===== src/fsa_pkg.sv =====
package fsa_pkg;

    // Default number of clip slots.
    localparam int DefClipSlots = 4;

    // Fixed-point constants.
    localparam logic [16:0] ONE_Q16     = 17'h10000;
    localparam logic [2:0]  NO_CLIP     = 3'd7;
    localparam logic [19:0] MIN_FADE    = 20'd7;
    localparam logic [20:0] ELAPSED_MAX = 21'h1FFFFF;

    // Register indexes beyond the four clip slots.
    localparam logic [2:0] REG_CLIP_COUNT = 3'd4;
    localparam logic [2:0] REG_MESH_TOTAL = 3'd5;

    // Divider step counts for the wrap and the fade weight.
    localparam logic [4:0] MOD_STEPS = 5'd20;
    localparam logic [4:0] DIV_STEPS = 5'd16;

    // Command codes.
    typedef enum logic [2:0] {
        CMD_TICK   = 3'd0,
        CMD_PLAY   = 3'd1,
        CMD_SET    = 3'd2,
        CMD_STOP   = 3'd3,
        CMD_RESUME = 3'd4,
        CMD_CLEAR  = 3'd5
    } cmd_t;

    // Sequencer states.
    typedef enum logic [2:0] {
        ST_IDLE,
        ST_MUL,
        ST_STEP,
        ST_MOD,
        ST_WRAP,
        ST_FADE,
        ST_DIV,
        ST_DONE
    } state_t;

    // Saturate a wide signed position to 32 bits.
    function automatic logic signed [31:0] sat32(input logic signed [35:0] v);
        logic signed [31:0] r;
        if (v > 36'sh0_7FFF_FFFF) begin
            r = 32'sh7FFF_FFFF;
        end else if (v < -36'sh0_8000_0000) begin
            r = -32'sh8000_0000;
        end else begin
            r = v[31:0];
        end
        return r;
    endfunction

endpackage


===== src/frame_sequence_animator_core.sv =====
// Sequence: a playing tick runs multiply and step, then, when looping, the 20-step wrap
// remainder and the wrap, then fade and, during a cross-fade, the 16-step fade weight; both
// divisions share one restoring divider. A playing tick with no clip and no mesh frames
// goes from step to done; a paused tick and other commands go from idle straight to done.
// Throughput: one item at a time; s_tready is high only while idle.
// Reset: synchronous active-low aresetn clears config, animation state and sequencer; no clip, weight one.
module frame_sequence_animator_core #(
    parameter int CLIP_SLOTS = fsa_pkg::DefClipSlots
) (
    input  logic         aclk,
    input  logic         aresetn,
    input  logic         cfg_we,
    input  logic [2:0]   cfg_index,
    input  logic [48:0]  cfg_data,
    input  logic         s_tvalid,
    output logic         s_tready,
    // delta_time[19:0], clip_select[21:20], restart_flag[22],
    // fade_length[42:23], new_position[74:43], zero fill
    input  logic [79:0]  s_tdata,
    // command[2:0]
    input  logic [2:0]   s_tuser,
    output logic         m_tvalid,
    input  logic         m_tready,
    // accepted[0], mesh_update[1], frame_position[33:2], range_valid[34],
    // range_start[50:35], range_end[66:51], blend_active[67],
    // old_position[99:68], old_start[115:100], old_end[131:116],
    // blend_weight[148:132], running[149], zero fill
    output logic [151:0] m_tdata
);
    import fsa_pkg::*;

    // Configuration registers.
    logic [48:0] slot_reg [CLIP_SLOTS];
    logic [2:0]  count_reg;
    logic [15:0] mesh_total_reg;

    // Animation state.
    logic [2:0]         cur_clip_reg, prev_clip_reg;
    logic signed [31:0] pos_reg, frozen_reg;
    logic signed [15:0] rate_reg;
    logic               loop_reg, playing_reg, blending_reg;
    logic [20:0]        elapsed_reg;
    logic [19:0]        ftotal_reg;
    logic [16:0]        alpha_reg;

    // Sequencer and work registers.
    state_t             state_reg, state_next;
    logic [19:0]        dt_reg;
    logic signed [36:0] prod_reg;
    logic               acc_reg, upd_reg, end_pend_reg;
    logic               neg_reg;
    logic [15:0]        frac_reg, wlo_reg;
    logic [19:0]        rem_reg, dvd_reg, dsr_reg;
    logic [14:0]        quot_reg;
    logic [4:0]         cnt_reg;
    logic [151:0]       out_reg;
    logic               out_valid_reg;

    // Read one clip slot.
    function automatic logic [48:0] slot_rd(input logic [2:0] c);
        logic [48:0] v;
        v = '0;
        for (int i = 0; i < CLIP_SLOTS; i++) begin
            if (c == 3'(i)) v = slot_reg[i];
        end
        return v;
    endfunction

    // A clip index is valid below both the slot count and clip_count.
    function automatic logic clip_ok(input logic [2:0] c);
        return (32'(c) < CLIP_SLOTS) && (c < count_reg);
    endfunction

    // Input fields.
    cmd_t               in_cmd;
    logic [19:0]        in_dt, in_fade;
    logic [1:0]         in_sel;
    logic               in_restart;
    logic [31:0]        in_pos;
    assign in_cmd     = cmd_t'(s_tuser);
    assign in_dt      = s_tdata[19:0];
    assign in_sel     = s_tdata[21:20];
    assign in_restart = s_tdata[22];
    assign in_fade    = s_tdata[42:23];
    assign in_pos     = s_tdata[74:43];

    logic in_xfer;
    assign in_xfer = s_tvalid && s_tready;

    // Current and previous clip fields.
    logic [48:0] cur_slot, prev_slot, sel_slot;
    logic        cur_ok, prev_ok, blend_ok, sel_ok, changing;
    logic [15:0] cur_lo, cur_hi;
    assign cur_slot  = slot_rd(cur_clip_reg);
    assign prev_slot = slot_rd(prev_clip_reg);
    assign sel_slot  = slot_rd({1'b0, in_sel});
    assign cur_ok    = clip_ok(cur_clip_reg);
    assign prev_ok   = clip_ok(prev_clip_reg);
    assign blend_ok  = blending_reg && prev_ok;
    assign sel_ok    = clip_ok({1'b0, in_sel});
    assign changing  = (cur_clip_reg != NO_CLIP) && (cur_clip_reg != {1'b0, in_sel});
    assign cur_lo    = (cur_slot[15:0] < cur_slot[31:16]) ? cur_slot[15:0] : cur_slot[31:16];
    assign cur_hi    = (cur_slot[15:0] < cur_slot[31:16]) ? cur_slot[31:16] : cur_slot[15:0];

    // Step and candidate position.
    logic signed [36:0] prod_round;
    logic signed [28:0] step;
    logic signed [35:0] f_wide, x_wide, clamp_lim;
    logic signed [19:0] x_hi;
    logic               clamp_hit;
    assign prod_round = prod_reg + 37'sd128;
    assign step       = prod_round[36:8];
    assign f_wide     = {{4{pos_reg[31]}}, pos_reg} + {{7{step[28]}}, step};
    assign x_wide     = cur_ok ? (f_wide - $signed({4'b0, cur_lo, 16'b0})) : f_wide;
    assign x_hi       = x_wide[35:16];
    assign clamp_lim  = cur_ok ? $signed({4'b0, cur_hi, 16'b0})
                               : $signed({4'b0, mesh_total_reg - 16'd1, 16'b0});
    assign clamp_hit  = f_wide > clamp_lim;

    // Shared restoring divider step.
    logic [20:0] trial;
    logic        trial_ge;
    logic [19:0] rem_step;
    assign trial    = {rem_reg, dvd_reg[19]};
    assign trial_ge = trial >= {1'b0, dsr_reg};
    assign rem_step = trial_ge ? 20'(trial - {1'b0, dsr_reg}) : trial[19:0];

    // Wrap correction for negative offsets.
    logic [16:0] wrap_r;
    logic [15:0] wrap_frame;
    assign wrap_r     = (neg_reg && (rem_reg != 20'd0)) ? 17'(dsr_reg - rem_reg) : rem_reg[16:0];
    assign wrap_frame = wlo_reg + wrap_r[15:0];

    // Fade elapsed time and weight divisor.
    logic [21:0] el_sum;
    logic [20:0] el_sat;
    logic [19:0] fade_div;
    assign el_sum   = {1'b0, elapsed_reg} + {2'b0, dt_reg};
    assign el_sat   = (el_sum > {1'b0, ELAPSED_MAX}) ? ELAPSED_MAX : el_sum[20:0];
    assign fade_div = (ftotal_reg > MIN_FADE) ? ftotal_reg : MIN_FADE;

    logic out_load;
    assign out_load = (state_reg == ST_DONE) && (!out_valid_reg || m_tready);

    // Next state.
    always_comb begin
        state_next = state_reg;
        unique case (state_reg)
            ST_IDLE: begin
                if (in_xfer) begin
                    state_next = (in_cmd == CMD_TICK && playing_reg) ? ST_MUL : ST_DONE;
                end
            end
            ST_MUL:  state_next = ST_STEP;
            ST_STEP: begin
                if (!cur_ok && mesh_total_reg == 16'd0) begin
                    state_next = ST_DONE;
                end else if (loop_reg) begin
                    state_next = ST_MOD;
                end else begin
                    state_next = ST_FADE;
                end
            end
            ST_MOD:  state_next = (cnt_reg == 5'd1) ? ST_WRAP : ST_MOD;
            ST_WRAP: state_next = ST_FADE;
            ST_FADE: begin
                if (cur_ok && blend_ok && el_sat < {1'b0, fade_div}) begin
                    state_next = ST_DIV;
                end else begin
                    state_next = ST_DONE;
                end
            end
            ST_DIV:  state_next = (cnt_reg == 5'd1) ? ST_DONE : ST_DIV;
            ST_DONE: state_next = out_load ? ST_IDLE : ST_DONE;
            default: state_next = ST_IDLE;
        endcase
    end

    // Handshake outputs.
    always_comb begin
        s_tready = (state_reg == ST_IDLE);
        m_tvalid = out_valid_reg;
        m_tdata  = out_reg;
    end

    // Sequencer state and output valid.
    always_ff @(posedge aclk) begin
        if (!aresetn) begin
            state_reg     <= ST_IDLE;
            out_valid_reg <= 1'b0;
        end else begin
            state_reg <= state_next;
            if (out_load) begin
                out_valid_reg <= 1'b1;
            end else if (m_tready) begin
                out_valid_reg <= 1'b0;
            end
        end
    end

    // Configuration writes.
    always_ff @(posedge aclk) begin
        if (!aresetn) begin
            for (int i = 0; i < CLIP_SLOTS; i++) slot_reg[i] <= '0;
            count_reg      <= '0;
            mesh_total_reg <= '0;
        end else if (cfg_we) begin
            for (int i = 0; i < CLIP_SLOTS; i++) begin
                if (cfg_index == 3'(i)) slot_reg[i] <= cfg_data;
            end
            if (cfg_index == REG_CLIP_COUNT) count_reg <= cfg_data[2:0];
            if (cfg_index == REG_MESH_TOTAL) mesh_total_reg <= cfg_data[15:0];
        end
    end

    // Animation state and datapath.
    always_ff @(posedge aclk) begin
        if (!aresetn) begin
            cur_clip_reg  <= NO_CLIP;
            prev_clip_reg <= NO_CLIP;
            pos_reg       <= '0;
            frozen_reg    <= '0;
            rate_reg      <= '0;
            loop_reg      <= 1'b0;
            playing_reg   <= 1'b0;
            blending_reg  <= 1'b0;
            elapsed_reg   <= '0;
            ftotal_reg    <= '0;
            alpha_reg     <= ONE_Q16;
            acc_reg       <= 1'b0;
            upd_reg       <= 1'b0;
            end_pend_reg  <= 1'b0;
        end else begin
            unique case (state_reg) inside
                ST_IDLE: begin
                    if (in_xfer) begin
                        // Only a play with an invalid index is refused.
                        acc_reg      <= !(in_cmd == CMD_PLAY && !sel_ok);
                        upd_reg      <= (in_cmd == CMD_TICK && playing_reg)
                                     || (in_cmd == CMD_PLAY && sel_ok)
                                     || (in_cmd == CMD_SET);
                        end_pend_reg <= 1'b0;
                        dt_reg       <= in_dt;
                        case (in_cmd)
                            CMD_PLAY: begin
                                if (sel_ok) begin
                                    if (changing && in_fade != 20'd0) begin
                                        prev_clip_reg <= cur_clip_reg;
                                        frozen_reg    <= pos_reg;
                                        blending_reg  <= 1'b1;
                                        elapsed_reg   <= '0;
                                        ftotal_reg    <= in_fade;
                                        alpha_reg     <= '0;
                                    end else begin
                                        prev_clip_reg <= NO_CLIP;
                                        blending_reg  <= 1'b0;
                                        elapsed_reg   <= '0;
                                        ftotal_reg    <= '0;
                                        alpha_reg     <= ONE_Q16;
                                    end
                                    cur_clip_reg <= {1'b0, in_sel};
                                    rate_reg     <= sel_slot[47:32];
                                    loop_reg     <= sel_slot[48];
                                    playing_reg  <= 1'b1;
                                    if (in_restart || changing) begin
                                        pos_reg <= sel_slot[15] ? 32'sh7FFF_FFFF
                                                                : {sel_slot[15:0], 16'b0};
                                    end
                                end
                            end
                            CMD_SET: begin
                                pos_reg       <= in_pos;
                                prev_clip_reg <= NO_CLIP;
                                blending_reg  <= 1'b0;
                                elapsed_reg   <= '0;
                                ftotal_reg    <= '0;
                                alpha_reg     <= ONE_Q16;
                            end
                            CMD_STOP:   playing_reg <= 1'b0;
                            CMD_RESUME: playing_reg <= 1'b1;
                            CMD_CLEAR: begin
                                cur_clip_reg  <= NO_CLIP;
                                prev_clip_reg <= NO_CLIP;
                                blending_reg  <= 1'b0;
                                elapsed_reg   <= '0;
                                ftotal_reg    <= '0;
                                alpha_reg     <= ONE_Q16;
                            end
                            default: ;
                        endcase
                    end
                end
                ST_MUL: begin
                    prod_reg <= $signed({17'b0, dt_reg}) * rate_reg;
                end
                ST_STEP: begin
                    // Without frames drop the update; else set up the wrap remainder, or clamp or store.
                    if (!cur_ok && mesh_total_reg == 16'd0) begin
                        upd_reg <= 1'b0;
                    end else if (loop_reg) begin
                        neg_reg  <= x_hi[19];
                        frac_reg <= x_wide[15:0];
                        wlo_reg  <= cur_ok ? cur_lo : 16'd0;
                        rem_reg  <= '0;
                        dvd_reg  <= x_hi[19] ? 20'(-x_hi) : x_hi;
                        dsr_reg  <= cur_ok ? 20'(17'(cur_hi) - 17'(cur_lo) + 17'd1)
                                           : {4'b0, mesh_total_reg};
                        cnt_reg  <= MOD_STEPS;
                    end else if (clamp_hit) begin
                        pos_reg     <= sat32(clamp_lim);
                        playing_reg <= 1'b0;
                    end else begin
                        pos_reg <= sat32(f_wide);
                    end
                end
                ST_MOD, ST_DIV: begin
                    rem_reg  <= rem_step;
                    dvd_reg  <= {dvd_reg[18:0], 1'b0};
                    quot_reg <= {quot_reg[13:0], trial_ge};
                    cnt_reg  <= cnt_reg - 5'd1;
                    if (state_reg == ST_DIV && cnt_reg == 5'd1) begin
                        alpha_reg <= {1'b0, quot_reg, trial_ge};
                    end
                end
                ST_WRAP: begin
                    pos_reg <= sat32({4'b0, wrap_frame, frac_reg});
                end
                ST_FADE: begin
                    // Advance the cross-fade; a full weight ends it after the result.
                    if (cur_ok && blend_ok) begin
                        elapsed_reg <= el_sat;
                        if (el_sat >= {1'b0, fade_div}) begin
                            alpha_reg    <= ONE_Q16;
                            end_pend_reg <= 1'b1;
                        end else begin
                            rem_reg <= el_sat[19:0];
                            dvd_reg <= '0;
                            dsr_reg <= fade_div;
                            cnt_reg <= DIV_STEPS;
                        end
                    end
                end
                ST_DONE: begin
                    if (out_load && end_pend_reg) begin
                        end_pend_reg  <= 1'b0;
                        prev_clip_reg <= NO_CLIP;
                        blending_reg  <= 1'b0;
                        elapsed_reg   <= '0;
                        ftotal_reg    <= '0;
                        alpha_reg     <= ONE_Q16;
                    end
                end
                default: ;
            endcase
        end
    end

    // Result register.
    always_ff @(posedge aclk) begin
        if (out_load) begin
            out_reg <= {2'b0,
                        playing_reg,
                        alpha_reg,
                        blend_ok ? prev_slot[31:16] : 16'd0,
                        blend_ok ? prev_slot[15:0] : 16'd0,
                        blend_ok ? frozen_reg : 32'sd0,
                        blend_ok,
                        cur_ok ? cur_slot[31:16] : 16'd0,
                        cur_ok ? cur_slot[15:0] : 16'd0,
                        cur_ok,
                        pos_reg,
                        upd_reg,
                        acc_reg};
        end
    end

    // The blend weight never exceeds one.
    assert property (@(posedge aclk) disable iff (!aresetn) alpha_reg <= ONE_Q16)
        else $error("blend weight above one");

    // Without a fade the weight is one and the elapsed time is clear.
    assert property (@(posedge aclk) disable iff (!aresetn)
        !blending_reg |-> (alpha_reg == ONE_Q16 && elapsed_reg == 21'd0))
        else $error("fade state left over");

    // A rejected play never updates the mesh.
    assert property (@(posedge aclk) disable iff (!aresetn)
        out_valid_reg && !out_reg[0] |-> !out_reg[1])
        else $error("rejected item updates mesh");

    // The wrap remainder pass runs into the wrap correction.
    assert property (@(posedge aclk) disable iff (!aresetn)
        state_reg == ST_MOD |=> (state_reg == ST_MOD || state_reg == ST_WRAP))
        else $error("wrap remainder pass broken");

endmodule


===== config.mk =====
export PLATFORM = sky130hd
export DESIGN_NAME = frame_sequence_animator_core
export DESIGN_NICKNAME = d
export VERILOG_FILES = /design/src/fsa_pkg.sv /design/src/frame_sequence_animator_core.sv
export SDC_FILE = /design/constraint.sdc
export NUM_CORES = 2
export LEC_CHECK = 0
export ABC_AREA = 0
export BUFFER_PORTS_ARGS = -buffer_cell sky130_fd_sc_hd__buf_4
export CORE_MARGIN = 2
export CORE_UTILIZATION = 30
export DETAILED_ROUTE_END_ITERATION = 12
export GPL_TIMING_DRIVEN = 1
export PLACE_DENSITY_LB_ADDON = 0.2
export SETUP_SLACK_MARGIN = 0.05
export SLEW_MARGIN = 20
export SYNTH_ARGS = -nofsm -noshare
export SYNTH_HDL_FRONTEND = slang
export SYNTH_SLANG_ARGS = --single-unit
export TNS_END_PERCENT = 50

===== constraint.sdc =====
create_clock -name aclk -period 11.71 [get_ports aclk]
set_input_delay 0.5855 -clock aclk [delete_from_list [all_inputs] [get_ports aclk]]
set_output_delay 0.5855 -clock aclk [all_outputs]
set_load 0.01 [all_outputs]

==> key figures <==
Status
  • Status: complete, no violations

Global route
  • GRT overflow: 0
  • Largest net degree at the start of global routing: 75
  • First-pass GRT wire length: 240,000 um
  • GRT Total Usage: 0.189
  • Vias in the first global route: 36,400
  • Initial antenna violation count: 10

Cells and area
  • Max reg flops: 196
  • Multi-input gate area: 0.0283 sq mm
  • Proportion of layout cells with a drive suffix above 1: 0.133
  • Most frequent cells in the layout: 509 x edfxtp_1, 468 x nand2_1, 432 x inv_1
  • Area Overhead vs Synth: 14.9%
  • Fin util: 0.346
  • FILL cells: 16,800
  • Sequential cell area: 0.0188 sq mm
  • Most common cell after layout, fill and taps aside: edfxtp_1
  • Nets: 5,779

Clocking
  • Total CTS buffers: 80
  • Cts repair resizes: 0
  • Hold-fix buffers at CTS: 0
  • Clk_lat worst skew: 0.70 ns
  • Clk slew on worst S/H paths: 0.06 ns
  • CTS tree: done
  • CTS root buffer: clkbuf_16
  • H-tree lvl count: 3
  • Post-CTS setup buffers: 0
  • Clk sink count: 682
  • Buffer depth of the longest clock path: 3

Detailed routing
  • DRT Wirelength: 162,000 um
  • DR WL/cell: 22.1 um
  • # DRC: 0
  • First-pass detailed-route iteration total: 6
  • Vias: 37,400
  • Antenna-violating nets left: 0
  • DR iter-0 viols: 3,222
  • Vias per cell: 5.09

Critical path
  • Reg2reg setup slack: 3.06 ns
  • Worst endpoint required time: 12.32 ns
  • R2r worst-path depth: 23
  • Critical Path Fanout Max: 36
  • Crit. End Element: flip-flop
  • CP arrival: 9.26 ns
  • R2r endpoint: pos_reg[1]
  • Type of origin of the critical path: flip-flop
  • Setup Crit Path Kind: flip-flop to flip-flop
  • FF-to-FF Start: cur_clip_reg[0]

Synth
  • Synth top area cells: edfxtp_1 31%, fa_1 10%, ha_1 7.7%
  • Yosys top cell area share: 0.309
  • Ys async rst share: 0
  • Yosys warns: 0
  • Synth Flop Type: edfxtp_1
  • Synthesized flop and latch total: 682
  • Mapped Cells: 4,871
  • Post-Syn Area: 0.0495 sq mm
  • Number of synthesized flops with an enable pin: 509
  • Leading area contributor after synthesis: edfxtp_1
  • Sequential area share after synthesis: 0.379
  • Yosys cell types: 111
  • Synth Area per Inst: 10.2 sq um

Job
  • Max_cap viols: 0

Timing
  • Final Skew: 0.0294 ns
  • Final Setup Violations: 0
  • Unrepaired setup endpoints after global routing: false
  • Max transition margin: 0.224
  • Max Transition Viols Final: 0
  • Setup TNS Final: 0 ns
  • Fin. Hold Viols: 0
  • Final hold slack: 0.0746 ns
  • Fmax: 0.116 GHz
  • Crit path time final: 8.65 ns
  • Tcrit/Tclk final: 0.739
  • Worst Tran Pin Value: 1.15 ns

Hold path
  • Hold worst-path end: dt_reg[4]
  • Hold Crit Start: s_tdata[4]
  • Worst hold path type: input port to flip-flop
  • Hold path cells: 1

Pwr
  • Power density cells: 159 mW/mm^2
  • Peak VDD IR: 0.123 mV
  • Static Leakage: 0.0230 uW
  • Pwr Total: 9010 uW

Die
  • Die area: 0.168 sq mm
  • Die Ht: 410 um
  • Total I/O pin count: 294
  • Initial Utilization: 0.301
  • Total core area: 0.164 sq mm
  • Std-Cell Rows: 149
  • Die width: 410 um

Place
  • PortBufs: 286
  • GPL Wtd Cong: 0.928
  • Dpl hpwl: 122,000 um
[routing by layer]
metal	track usage	part of all wire
met1	0.283	0.48
met2	0.286	0.43
met3	0.0297	0.066
met4	0.0411	0.021
met5	0	0.000068
[layout make-up]
type,count,share of cell area
clock inverters,45,0.00876
repair buffers,373,0.0493
diodes,3,0.000132
flip-flops and latches,682,0.330
multi-input cells,3509,0.498
well taps,2189,0.0482
clock buffers,102,0.0372
inverters,436,0.0288
[stage by stage]
stage | instances | setup WS, ns | area (sq um)
finish | 7339 | 3.06 | 56800
global route | 7338 | 2.64 | 56800
CTS | 7336 | 3.11 | 56800
detailed placement | 7189 | 3.13 | 54200
global placement | 7189 | 3.17 | 54200
floorplan | 4872 | 3.66 | 49500
[synth_stat cells, drive strengths merged, types with 40 or more instances]
library cell,number
nand2,468
xor2,53
a21o,78
o21ai,219
inv,435
nand3,71
a21oi,212
nor3,62
dfxtp,173
and2,425
ha,303
edfxtp,509
a21boi,51
clkbuf,208
xnor2,137
mux4,92
nor2b,99
fa,254
o211ai,40
nand2b,60
mux2i,64
and3,47
nor2,279
[worst max-delay path, stage by stage (launching register included)]
cell and delay [ns]:
dfxtp_2 0.64, buf_4 0.54, mux4_2 0.34, nor2b_1 0.62
ha_1 0.43, a21oi_1 0.16, o21a_1 0.15, o21ai_1 0.22
nor3_4 0.23, buf_4 0.38, nor2_1 0.07, o31a_1 0.40
ha_1 0.40, or4b_1 0.43, or4_1 0.41, or4_1 0.39
or4_1 0.46, nor4_1 0.23, o211ai_1 0.24, and2_1 0.24
and3_1 0.44, nor2_2 0.67, o21ai_0 0.19, a31oi_1 0.19
[report_power, final]
group / leakage, uW / total [uW] / switching, uW / internal, uW
combinational: 0.0157 / 3350 / 2160 / 1190
sequential: 0.00607 / 3130 / 210 / 2920
clock: 0.00128 / 2540 / 1090 / 1450
total: 0.0230 / 9010 / 3460 / 5550
[worst max-delay path by stage]
stage                               start          end  slack (ns)  cells past startpoint
after floorplan              state_reg[0]   m_tdata[0]        3.66                      3
after global placement    cur_clip_reg[0]   pos_reg[1]        3.17                     23
after detailed placement  cur_clip_reg[0]   pos_reg[1]        3.13                     23
after CTS                 cur_clip_reg[0]   pos_reg[1]        3.11                     23
after global routing      cur_clip_reg[0]  pos_reg[14]        2.64                     23
final                     cur_clip_reg[0]   pos_reg[1]        3.06                     23
[logic make-up after synthesis]
logic type	Yosys count	share of synthesized area
AO/OA/AOI/OAI	930	0.124
XOR/XNOR	190	0.0340
adder cells (fa/ha/maj)	561	0.180
buffers and inverters	681	0.0526
flip-flops	682	0.379
multiplexers	162	0.0563
other	1	0.0000758
AND/OR/NAND/NOR	1664	0.174
No activity file was read; power rests on OpenSTA's default activity.
